## config.mk

```make
export PLATFORM = sky130hd
export DESIGN_NAME = speck_davies_meyer_hash64_unit
export DESIGN_NICKNAME = d
export VERILOG_FILES = /design/src/sdmh_pkg.sv /design/src/speck_davies_meyer_hash64_unit.sv
export SDC_FILE = /design/constraint.sdc
export NUM_CORES = 1
export LEC_CHECK = 0
export ABC_AREA = 1
export BUFFER_PORTS_ARGS = -buffer_cell sky130_fd_sc_hd__buf_4
export CAP_MARGIN = 20
export CORE_MARGIN = 2
export CORE_UTILIZATION = 35
export CTS_BUF_LIST = sky130_fd_sc_hd__clkbuf_4 sky130_fd_sc_hd__clkbuf_8
export CTS_CLUSTER_DIAMETER = 150
export CTS_CLUSTER_SIZE = 20
export DETAILED_ROUTE_END_ITERATION = 10
export GPL_TIMING_DRIVEN = 0
export PLACE_DENSITY = 0.62
export SLEW_MARGIN = 20
export SYNTH_ARGS = -nofsm -noshare
export SYNTH_HDL_FRONTEND = slang
export SYNTH_SLANG_ARGS = --single-unit
export TNS_END_PERCENT = 1
```

## constraint.sdc

```tcl
create_clock -name i_clk -period 7.6 [get_ports i_clk]
set_clock_uncertainty 0.05 [all_clocks]
set_input_delay 0.38 -clock i_clk [delete_from_list [all_inputs] [get_ports i_clk]]
set_output_delay 0.38 -clock i_clk [all_outputs]
set_load 0.1 [all_outputs]
```

## src/sdmh_pkg.sv

```systemverilog
// ----------------------------------------------------------------------------
// sdmh_pkg
// Types, constants and the Speck round function for the 64-bit hash unit.
// ----------------------------------------------------------------------------
package sdmh_pkg;

    localparam int          BLOCK_BYTES = 32;
    localparam int          IDX_W       = $clog2(BLOCK_BYTES);
    localparam int          KEY_WORDS   = BLOCK_BYTES / 4;
    localparam int          KEY_ROUNDS  = 28;
    localparam int          RND_W       = $clog2(KEY_ROUNDS + 1);
    localparam logic [31:0] IV_X        = 32'h0118_0011;
    localparam logic [31:0] IV_Y        = 32'h4fc1_1100;
    localparam logic [7:0]  PAD_MARK    = 8'h80;
    localparam int          CHUNK_BITS  = 15;

    typedef enum logic [2:0] {
        S_IDLE,
        S_SETUP,
        S_PAD,
        S_RUN_D,
        S_RUN_K,
        S_FOLD
    } t_state;

    typedef struct packed {
        logic [31:0] a;
        logic [31:0] b;
    } t_pair;

    function automatic t_pair speck_round(input logic [31:0] a, input logic [31:0] b,
                                          input logic [31:0] k);
        t_pair r;
        r.a = ({a[7:0], a[31:8]} + b) ^ k;
        r.b = {b[28:0], b[31:29]} ^ r.a;
        return r;
    endfunction

endpackage

```

## src/speck_davies_meyer_hash64_unit.sv

```systemverilog
// ----------------------------------------------------------------------------
// speck_davies_meyer_hash64_unit
// Speck64 Davies-Meyer hash, 64-bit digest, one shared round unit.
// Append byte: taken while idle; the byte that fills a block then runs 57
//   alternating data/key rounds through the single round unit and 1 fold.
// Finish: setup, then one pad byte per cycle (up to 40), paused while a block
//   compresses; the last fold waits while an earlier digest is still held.
// Synchronous active-low reset clears count, chain and control; the block
//   buffer is not cleared.
// ----------------------------------------------------------------------------
module speck_davies_meyer_hash64_unit
    import sdmh_pkg::*;
#(
    parameter int COUNT_BITS = 64
) (
    input  logic        i_clk,
    input  logic        i_rst_n,
    input  logic        s_axis_tvalid,
    output logic        s_axis_tready,
    input  logic [7:0]  s_axis_tdata,   // [7:0] data_byte
    input  logic        s_axis_tuser,   // [0] func
    output logic        m_axis_tvalid,
    input  logic        m_axis_tready,
    output logic [63:0] m_axis_tdata    // [31:0] digest_lo, [63:32] digest_hi
);

    localparam int BLK_W = COUNT_BITS - IDX_W + 1;

    t_state                r_state, n_state;
    logic [COUNT_BITS-1:0] r_count;
    logic [31:0]           r_chain_x, r_chain_y;
    logic [31:0]           r_x, r_y;
    logic [31:0]           r_key [KEY_WORDS];
    logic [RND_W-1:0]      r_rnd;
    logic                  r_fin;
    logic                  r_first;
    logic [BLK_W-1:0]      r_blocks;
    logic [6:0]            r_left;
    logic [3:0]            r_tleft;
    logic [63:0]           r_tail;
    logic                  r_out_vld;
    logic [63:0]           r_out;

    logic                  s_fire, out_free, block_end, byte_we, pad_done;
    logic [7:0]            byte_val;
    logic [31:0]           rd_a, rd_b, rd_k;
    t_pair                 rres;
    logic [IDX_W-1:0]      idx;
    logic [63:0]           b64;
    logic [2:0]            nch;
    logic [6:0]            p7;
    logic [63:0]           tail;

    assign s_fire    = s_axis_tvalid && s_axis_tready;
    assign out_free  = !r_out_vld || m_axis_tready;
    assign idx       = r_count[IDX_W-1:0];
    assign block_end = (idx == {IDX_W{1'b1}});
    assign pad_done  = (r_left == 7'd0);

    // next state
    always_comb begin
        n_state = r_state;
        unique case (r_state)
            S_IDLE: begin
                if (s_fire) begin
                    if (s_axis_tuser) begin
                        n_state = S_SETUP;
                    end else if (block_end) begin
                        n_state = S_RUN_D;
                    end
                end
            end
            S_SETUP: n_state = S_PAD;
            S_PAD: begin
                if (block_end) begin
                    n_state = S_RUN_D;
                end
            end
            S_RUN_D: begin
                if (r_rnd == RND_W'(KEY_ROUNDS)) begin
                    n_state = S_FOLD;
                end else begin
                    n_state = S_RUN_K;
                end
            end
            S_RUN_K: n_state = S_RUN_D;
            S_FOLD: begin
                if (!r_fin) begin
                    n_state = S_IDLE;
                end else if (!pad_done) begin
                    n_state = S_PAD;
                end else if (out_free) begin
                    n_state = S_IDLE;
                end
            end
            default: n_state = S_IDLE;
        endcase
    end

    // control outputs and shared round operands
    always_comb begin
        s_axis_tready = 1'b0;
        byte_we       = 1'b0;
        byte_val      = s_axis_tdata;
        rd_a          = r_x;
        rd_b          = r_y;
        rd_k          = r_key[0];
        unique case (r_state)
            S_IDLE: begin
                s_axis_tready = 1'b1;
                byte_we       = s_axis_tvalid && !s_axis_tuser;
            end
            S_PAD: begin
                byte_we = 1'b1;
                if (r_left > {3'b000, r_tleft}) begin
                    byte_val = r_first ? PAD_MARK : 8'h00;
                end else begin
                    byte_val = r_tail[63:56];
                end
            end
            S_RUN_K: begin
                rd_a = r_key[1];
                rd_b = r_key[0];
                rd_k = 32'(r_rnd);
            end
            default: ;
        endcase
    end

    assign rres = speck_round(rd_a, rd_b, rd_k);

    // padding layout from the block count
    always_comb begin
        b64  = 64'(r_blocks);
        nch  = 3'd1 + 3'(b64[63:CHUNK_BITS] != '0) + 3'(b64[63:2*CHUNK_BITS] != '0)
                    + 3'(b64[63:3*CHUNK_BITS] != '0);
        p7   = 7'd32 - {3'b000, nch, 1'b0} - {2'b00, idx};
        if (p7[6] || (p7 == 7'd0)) begin
            p7 = p7 + 7'd32;
        end
        case (nch)
            3'd1:    tail = {1'b0, b64[14:0], 48'd0};
            3'd2:    tail = {1'b0, b64[29:15], 1'b1, b64[14:0], 32'd0};
            3'd3:    tail = {1'b0, b64[44:30], 1'b1, b64[29:15], 1'b1, b64[14:0], 16'd0};
            default: tail = {1'b0, b64[59:45], 1'b1, b64[44:30], 1'b1, b64[29:15],
                             1'b1, b64[14:0]};
        endcase
    end

    // control registers
    always_ff @(posedge i_clk) begin
        if (!i_rst_n) begin
            r_state   <= S_IDLE;
            r_count   <= '0;
            r_chain_x <= IV_X;
            r_chain_y <= IV_Y;
            r_fin     <= 1'b0;
            r_out_vld <= 1'b0;
        end else begin
            r_state <= n_state;
            if (m_axis_tvalid && m_axis_tready) begin
                r_out_vld <= 1'b0;
            end
            if (byte_we) begin
                r_count <= r_count + COUNT_BITS'(1);
            end
            if (s_fire && s_axis_tuser) begin
                r_fin <= 1'b1;
            end
            if (r_state == S_FOLD) begin
                if (r_fin && pad_done) begin
                    if (out_free) begin
                        r_out_vld <= 1'b1;
                        r_count   <= '0;
                        r_chain_x <= IV_X;
                        r_chain_y <= IV_Y;
                        r_fin     <= 1'b0;
                    end
                end else begin
                    r_chain_x <= r_chain_x + r_x;
                    r_chain_y <= r_chain_y + r_y;
                end
            end
        end
    end

    // datapath registers
    always_ff @(posedge i_clk) begin
        if (byte_we) begin
            r_key[idx[IDX_W-1:2]][{idx[1:0], 3'b000} +: 8] <= byte_val;
            if (block_end) begin
                r_x   <= r_chain_x;
                r_y   <= r_chain_y;
                r_rnd <= '0;
            end
        end
        if (s_fire && s_axis_tuser) begin
            r_blocks <= BLK_W'(r_count >> IDX_W) + BLK_W'(idx != '0);
        end
        if (r_state == S_SETUP) begin
            r_left  <= p7 + {3'b000, nch, 1'b0};
            r_tleft <= {nch, 1'b0};
            r_tail  <= tail;
            r_first <= 1'b1;
        end
        if (r_state == S_PAD) begin
            r_left  <= r_left - 7'd1;
            r_first <= 1'b0;
            if (r_left <= {3'b000, r_tleft}) begin
                r_tail <= {r_tail[55:0], 8'h00};
            end
        end
        if (r_state == S_RUN_D) begin
            r_x <= rres.a;
            r_y <= rres.b;
        end
        if (r_state == S_RUN_K) begin
            r_key[0] <= rres.b;
            for (int i = 1; i < KEY_WORDS - 1; i++) begin
                r_key[i] <= r_key[i+1];
            end
            r_key[KEY_WORDS-1] <= rres.a;
            r_rnd <= r_rnd + RND_W'(1);
        end
        if ((r_state == S_FOLD) && r_fin && pad_done && out_free) begin
            r_out <= {r_chain_y + r_y, r_chain_x + r_x};
        end
    end

    assign m_axis_tvalid = r_out_vld;
    assign m_axis_tdata  = r_out;

    a_key_rounds: assert property (@(posedge i_clk) disable iff (!i_rst_n)
        (r_state == S_RUN_K) |-> (r_rnd < RND_W'(KEY_ROUNDS)))
        else $error("key schedule ran past its last round");

    a_pad_left: assert property (@(posedge i_clk) disable iff (!i_rst_n)
        (r_state == S_PAD) |-> (r_left != 7'd0))
        else $error("padding byte issued with nothing left to send");

    a_restart: assert property (@(posedge i_clk) disable iff (!i_rst_n)
        $rose(r_out_vld) |-> ((r_count == '0) && (r_chain_x == IV_X) && !r_fin))
        else $error("digest issued without restarting the chain");

endmodule

```

# == After elaboration in Yosys (flattened, before gate mapping) ==
# Memory sizes are Yosys's and may differ from the RTL's.
# Cells that the tools add are included.
# classes
order_cmp,2
n_shift,2
n_reduce_logical,29
n_bitwise,2
eq_ne,13
n_addsub,15
n_mux,55
# op_table
op,count
$mux 32,16
$mux 64,7
$pmux 63 s3,1
$add 32x32->32,3
$add 64x1->64 const B,1
$xor 32x32->32,2
$add 59x1->60,1
$reduce_bool 45->1,1
$reduce_or 32->1,1
$shift 8x7->32 const A,1
$shiftx 8x7->32,1
$reduce_bool 30->1,1
$mux 8,3
$mux 3,7
$mux 7,3
$pmux 3 s6,1
$mux 5,3
$reduce_bool 15->1,1
$logic_not 7->1,2
$mux 1,13
$eq 3x2->1 const B,4
$eq 5x5->1 const B,2
$reduce_bool 2->1,5
$logic_and 1x1->1,8
22 further kinds,30
# word_totals
mem_count,1
wordCells,134
ramBits,256
reg_bits,401
out_inout_bits,66
# mem_list
name,depth,width,read_ports,rd_ports_with_merged_regs,write_ports,line,text
r_key,8,32,8,0,8,speck_davies_meyer_hash64_unit.sv:33,logic [31:0] r_key [KEY_WORDS];

# == Longest topological paths before layout ==
# depth
ltp_word,12
depth_mapped,27
depth_no_buf,25

# == Worst setup path before layout ==
# OpenSTA, ideal clock, no wires.
# synth_path
path_type,reg2reg
startpoint,reg r_count[0]
endpoint,"reg r_x[0], enable pin"
setup_ns,0.574
setup_slack_ns,1.307
t_required_ns,6.976
t_arrival_ns,5.669
n_path_buf,0
period_less_slack_ns,6.293
stages_incl_launch_ff,7
cell_sequence,dfxtp_1 ha_1 inv_1 nor2_4 ha_1 inv_1 o21ai_0
# synth_between
elab_chain_cells,3
# synth_rtl
item,line,text
from (decl),speck_davies_meyer_hash64_unit.sv:30,logic [COUNT_BITS-1:0] r_count;
from (signal assigned),speck_davies_meyer_hash64_unit.sv:165,r_count <= r_count + COUNT_BITS'(1);
$eq 5x5->1,speck_davies_meyer_hash64_unit.sv:57,assign block_end = (idx == {IDX_W{1'b1}});
$reduce_bool 2->1 (no source line),--,
$reduce_and 2->1 (no source line),--,
to (signal assigned),speck_davies_meyer_hash64_unit.sv:192,r_x <= r_chain_x;
to (signal assigned),speck_davies_meyer_hash64_unit.sv:214,r_x <= rres.a;
to (decl),speck_davies_meyer_hash64_unit.sv:32,"logic [31:0] r_x, r_y;"
# Every way passes these cells.
# A chain may end at the register's enable or synchronous reset.

# == Worst setup path in the final report ==
# layout_path
startpoint,reg r_state[1]
endpoint,reg r_y[10] (data pin)
# layout_between
elab_chain_cells,6
# layout_rtl
item,line,text
from (decl),speck_davies_meyer_hash64_unit.sv:29,"t_state r_state, n_state;"
from (signal assigned),speck_davies_meyer_hash64_unit.sv:160,r_state <= n_state;
$eq 3x3->1,speck_davies_meyer_hash64_unit.sv:108,unique case (r_state)
$mux 32,speck_davies_meyer_hash64_unit.sv:108,
$add 32x32->32,sdmh_pkg.sv:34,"r.a = ({a[7:0], a[31:8]} + b) ^ k;"
$xor 32x32->32,sdmh_pkg.sv:34,
$xor 32x32->32,sdmh_pkg.sv:35,"r.b = {b[28:0], b[31:29]} ^ r.a;"
$mux 32 (*),speck_davies_meyer_hash64_unit.sv:213,if (r_state == S_RUN_D) begin
to (signal assigned),speck_davies_meyer_hash64_unit.sv:193,r_y <= r_chain_y;
to (signal assigned),speck_davies_meyer_hash64_unit.sv:215,r_y <= rres.b;
to (decl),speck_davies_meyer_hash64_unit.sv:32,
# Mark *: on every way between the ends. The rest lies on a longest branch, timed or not.

==> results.ini <==
[layout]
nFillCells = 10560
finalNonFillerCells = 5928
finalCoreUtilization_pct = 38.49
layout.cells.most_common_list = sky130_fd_sc_hd__nand2_1 (1434), sky130_fd_sc_hd__edfxtp_1 (459), sky130_fd_sc_hd__inv_1 (405)
final_design_instance_area_without_fill_mm2 = 0.03972
drive_gt1_share_pct = 7.415
final_net_count = 4654
layout.cells.most_common = sky130_fd_sc_hd__nand2_1
layout-area-overhead-vs-synth_pct = 9.273

[logic_synthesis]
synth.yosys.seq_area_share_pct = 48.82
postSynthNetCount = 4519
ys_ff_latch = 657
yosys.area.top_type_share_pct = 37.92
yosysWarningCount = 0
syn_area_mm2 = 0.03635
syn_area_per_cell_um2 = 8.297
post-synth-top-area-cell = sky130_fd_sc_hd__edfxtp_1
synth.lib_cells_used.distinct = 62
gate_count_post_synth = 4381
post_synth_main_area_contributors = sky130_fd_sc_hd__edfxtp_1 (38%), sky130_fd_sc_hd__nand2_1 (15%), sky130_fd_sc_hd__dfxtp_1 (11%)

[drt]
remaining_drc_errors = 0
drt-initial-drc-count = 2887
wl_per_cell_um = 21.69
drt.antenna.violating_nets = 0
detailedRoute.firstPassIterationCount = 8
routed_wirelength_mm = 128.6
via_per_inst = 5.133
via_count = 30430

[setup_path]
worst-r2r-setup-slack_ns = 2.04
cp-endpoint = r_y[10]
rr_worst_depth = 22
startpoint_type = register
cp_max_fo = 10
worst_setup_path_end_kind = register
critPathArrivalTime_ns = 5.95
reg2reg_from = r_state[1]
crit-reg2reg-capture = r_y[10]
worst-setup-path-type = reg2reg
worst_ep_required_time_ns = 8.00
worst_setup_path_startpoint = r_state[1]

[power]
power_density_mw_per_mm2 = 162.0
vdd_ir_drop_max_uv = 129.3
total_leakage_power_nw = 17.11
p_total_mw = 6.435

[place]
dp.final_hpwl_mm = 103.9
dpl-instance-area_mm2 = 0.03889
gpl.final_weighted_congestion = 1.031
preCtsSetupSlack_ns = 2.166
place.detailed.instances = 5852
port-buffer-count = 78

[sta]
worst-slew-pin-transition_ns = 1.110
setup_ws_ns = 2.045
timing_max_transition_violations_final = 0
fmax_mhz = 180.0
finalHoldWorstSlack_ns = 0.1384
finalSetupTns_ns = 0
fin_crit_ns = 5.555
timing_hold_violations_final = 0
worst_max_slew_margin_expressed_relative_to_the_limit_pct = 26.00
grt_setup_unrepaired = no
timing.final.setup_violations = 0
layout_worst_path_cycle_share_pct = 73.09

[clock_tree]
cts_root_buf = sky130_fd_sc_hd__clkbuf_8
cts-buffers-inserted = 39
tritoncts = yes
cts_max_level = 2
clock_insertion_delay_worst_skew_ns = 0.76
clkSinkCount = 657
cts.clk_slew.worst_paths_ns = 0.14
ctsLongestPathBuffers = 3

[run_status]
result_of_the_run = complete, no violations

[global_routing]
grt_pass1_wl_mm = 187.4
grt_max_degree = 29
globalRouteOverflowTotal = 0
grt_pass1_vias = 28660
grt_antenna_before_repair = 5
grt_overall_usage_pct = 23.62

[floorplanning]
fp.dieW_um = 326.3
chipHeight_um = 326.3
coreArea_mm2 = 0.1032
placement_rows = 118
die_area_mm2 = 0.1065
top_level_ports = 79
initial_standard_cell_utilization_of_the_core_pct = 35.22

[hold_path]
hold_path.class = in2reg

[run]
max_cap_check_violation_count = 0

metal layers:
| metal | GRT usage, % | vias up | share of wire (%) |
|---|---|---|---|
| met5 | 0 | - | 0.026 |
| met4 | 9.868 | 4 | 4.7 |
| met3 | 3.346 | 216 | 6.4 |
| met2 | 39.94 | 1058 | 47 |
| met1 | 30.23 | 14340 | 42 |
| li1 | - | 14810 | - |
what timing repair did:
item	CTS	global route
resized for setup	0	0
hold buffers	2	0
endpoints found under the setup margin	0	0
setup buffers	0	0
hold endpoints to repair	2	0
layout make-up:
| class | count | area, µm² | share of cell area [%] |
|---|---|---|---|
| sequential | 657 | 17750 | 44.68 |
| multi-input combinational | 3167 | 16380 | 41.23 |
| tap | 1380 | 1727 | 4.347 |
| inverter | 422 | 1588 | 3.997 |
| timing repair buffer | 94 | 804.5 | 2.025 |
| clock buffer | 66 | 745.7 | 1.877 |
| buffer | 135 | 668.1 | 1.682 |
| clock inverter | 4 | 55.05 | 0.1386 |
| antenna | 3 | 7.507 | 0.01890 |
cells by family (layout without fill, tap and decap cells):
family                   after synthesis  count (layout)  share of synthesized area, %
AND/OR/NAND/NOR                     2197            2197                         25.81
flip-flops                           657             657                         48.82
AO/OA/AOI/OAI                        641             641                         9.838
buffers and inverters                557             721                         6.206
XOR/XNOR                             204             204                         4.915
adder cells (fa/ha/maj)              125             125                         4.406
other                                  0               3                             0
power breakdown:
part | internal, mW | total [mW] | leakage, nW | switching [mW]
clock | 0.637 | 1.87 | 0.433 | 1.23
combinational | 0.173 | 0.553 | 10.8 | 0.380
sequential | 3.94 | 4.01 | 5.91 | 0.0721
cells in the mapped netlist, drive strengths merged:
cell type and count:
a211oi 2, a21boi 5, a21o 8, a21oi 219, a221o 2, a221oi 2
a31oi 23, and2 24, buf 76, clkbuf 59, clkinv 2, dfxtp 198
edfxtp 459, fa 5, ha 120, inv 420, nand2 1448, nand3 193
nand3b 22, nand4 48, nor2 357, nor3 63, nor3b 2, nor4 21
o2111ai 15, o211ai 9, o21a 16, o21ai 283, o21bai 15, o221ai 16
o22ai 23, o31a 1, o31ai 2, or2 19, xnor2 58, xor2 146
flip-flops by register name, indices dropped and copies added, names as in the netlist, 5 cells and up:
register and cells:
r_x 32, r_left 7, r_y 32, r_chain_x 32, r_count 64, r_key 256, r_chain_y 32, r_tail 64
r_rnd 5, r_blocks 60, m_axis_tdata 64
how the worst min path moves through the flow:
stage	slack, ns	startpoint	cells after the start	to
6_report	0.14	s_axis_tuser	3	r_blocks[57]
2_1_floorplan	0.38	r_tail[55]	2	r_tail[63]
4_1_cts	0.08	s_axis_tuser	3	r_blocks[55]
3_5_place_dp	0.40	r_tail[20]	2	r_tail[28]
3_3_place_gp	0.39	r_tail[20]	2	r_tail[28]
5_1_grt	0.13	s_axis_tuser	3	r_blocks[55]
critical path, cell delays in order (launching register included):
cell and delay [ns]:
sky130_fd_sc_hd__dfxtp_1 0.33, sky130_fd_sc_hd__buf_6 0.13, sky130_fd_sc_hd__nor2_4 0.16, sky130_fd_sc_hd__nand2_4 0.13, sky130_fd_sc_hd__buf_6 0.22, sky130_fd_sc_hd__inv_2 0.18, sky130_fd_sc_hd__buf_2 0.34, sky130_fd_sc_hd__buf_2 0.45
sky130_fd_sc_hd__buf_2 0.30, sky130_fd_sc_hd__nand2_1 0.08, sky130_fd_sc_hd__nand2_1 0.16, sky130_fd_sc_hd__ha_1 0.21, sky130_fd_sc_hd__inv_1 0.06, sky130_fd_sc_hd__fa_1 0.39, sky130_fd_sc_hd__inv_1 0.10, sky130_fd_sc_hd__nand3_1 0.07
sky130_fd_sc_hd__nand2_1 0.17, sky130_fd_sc_hd__nand2_1 0.07, sky130_fd_sc_hd__nand2_1 0.12, sky130_fd_sc_hd__a21oi_1 0.16, sky130_fd_sc_hd__xor2_1 0.75, sky130_fd_sc_hd__xor2_1 0.44, sky130_fd_sc_hd__o21ai_0 0.13
No activity file was read; power rests on OpenSTA's default activity.
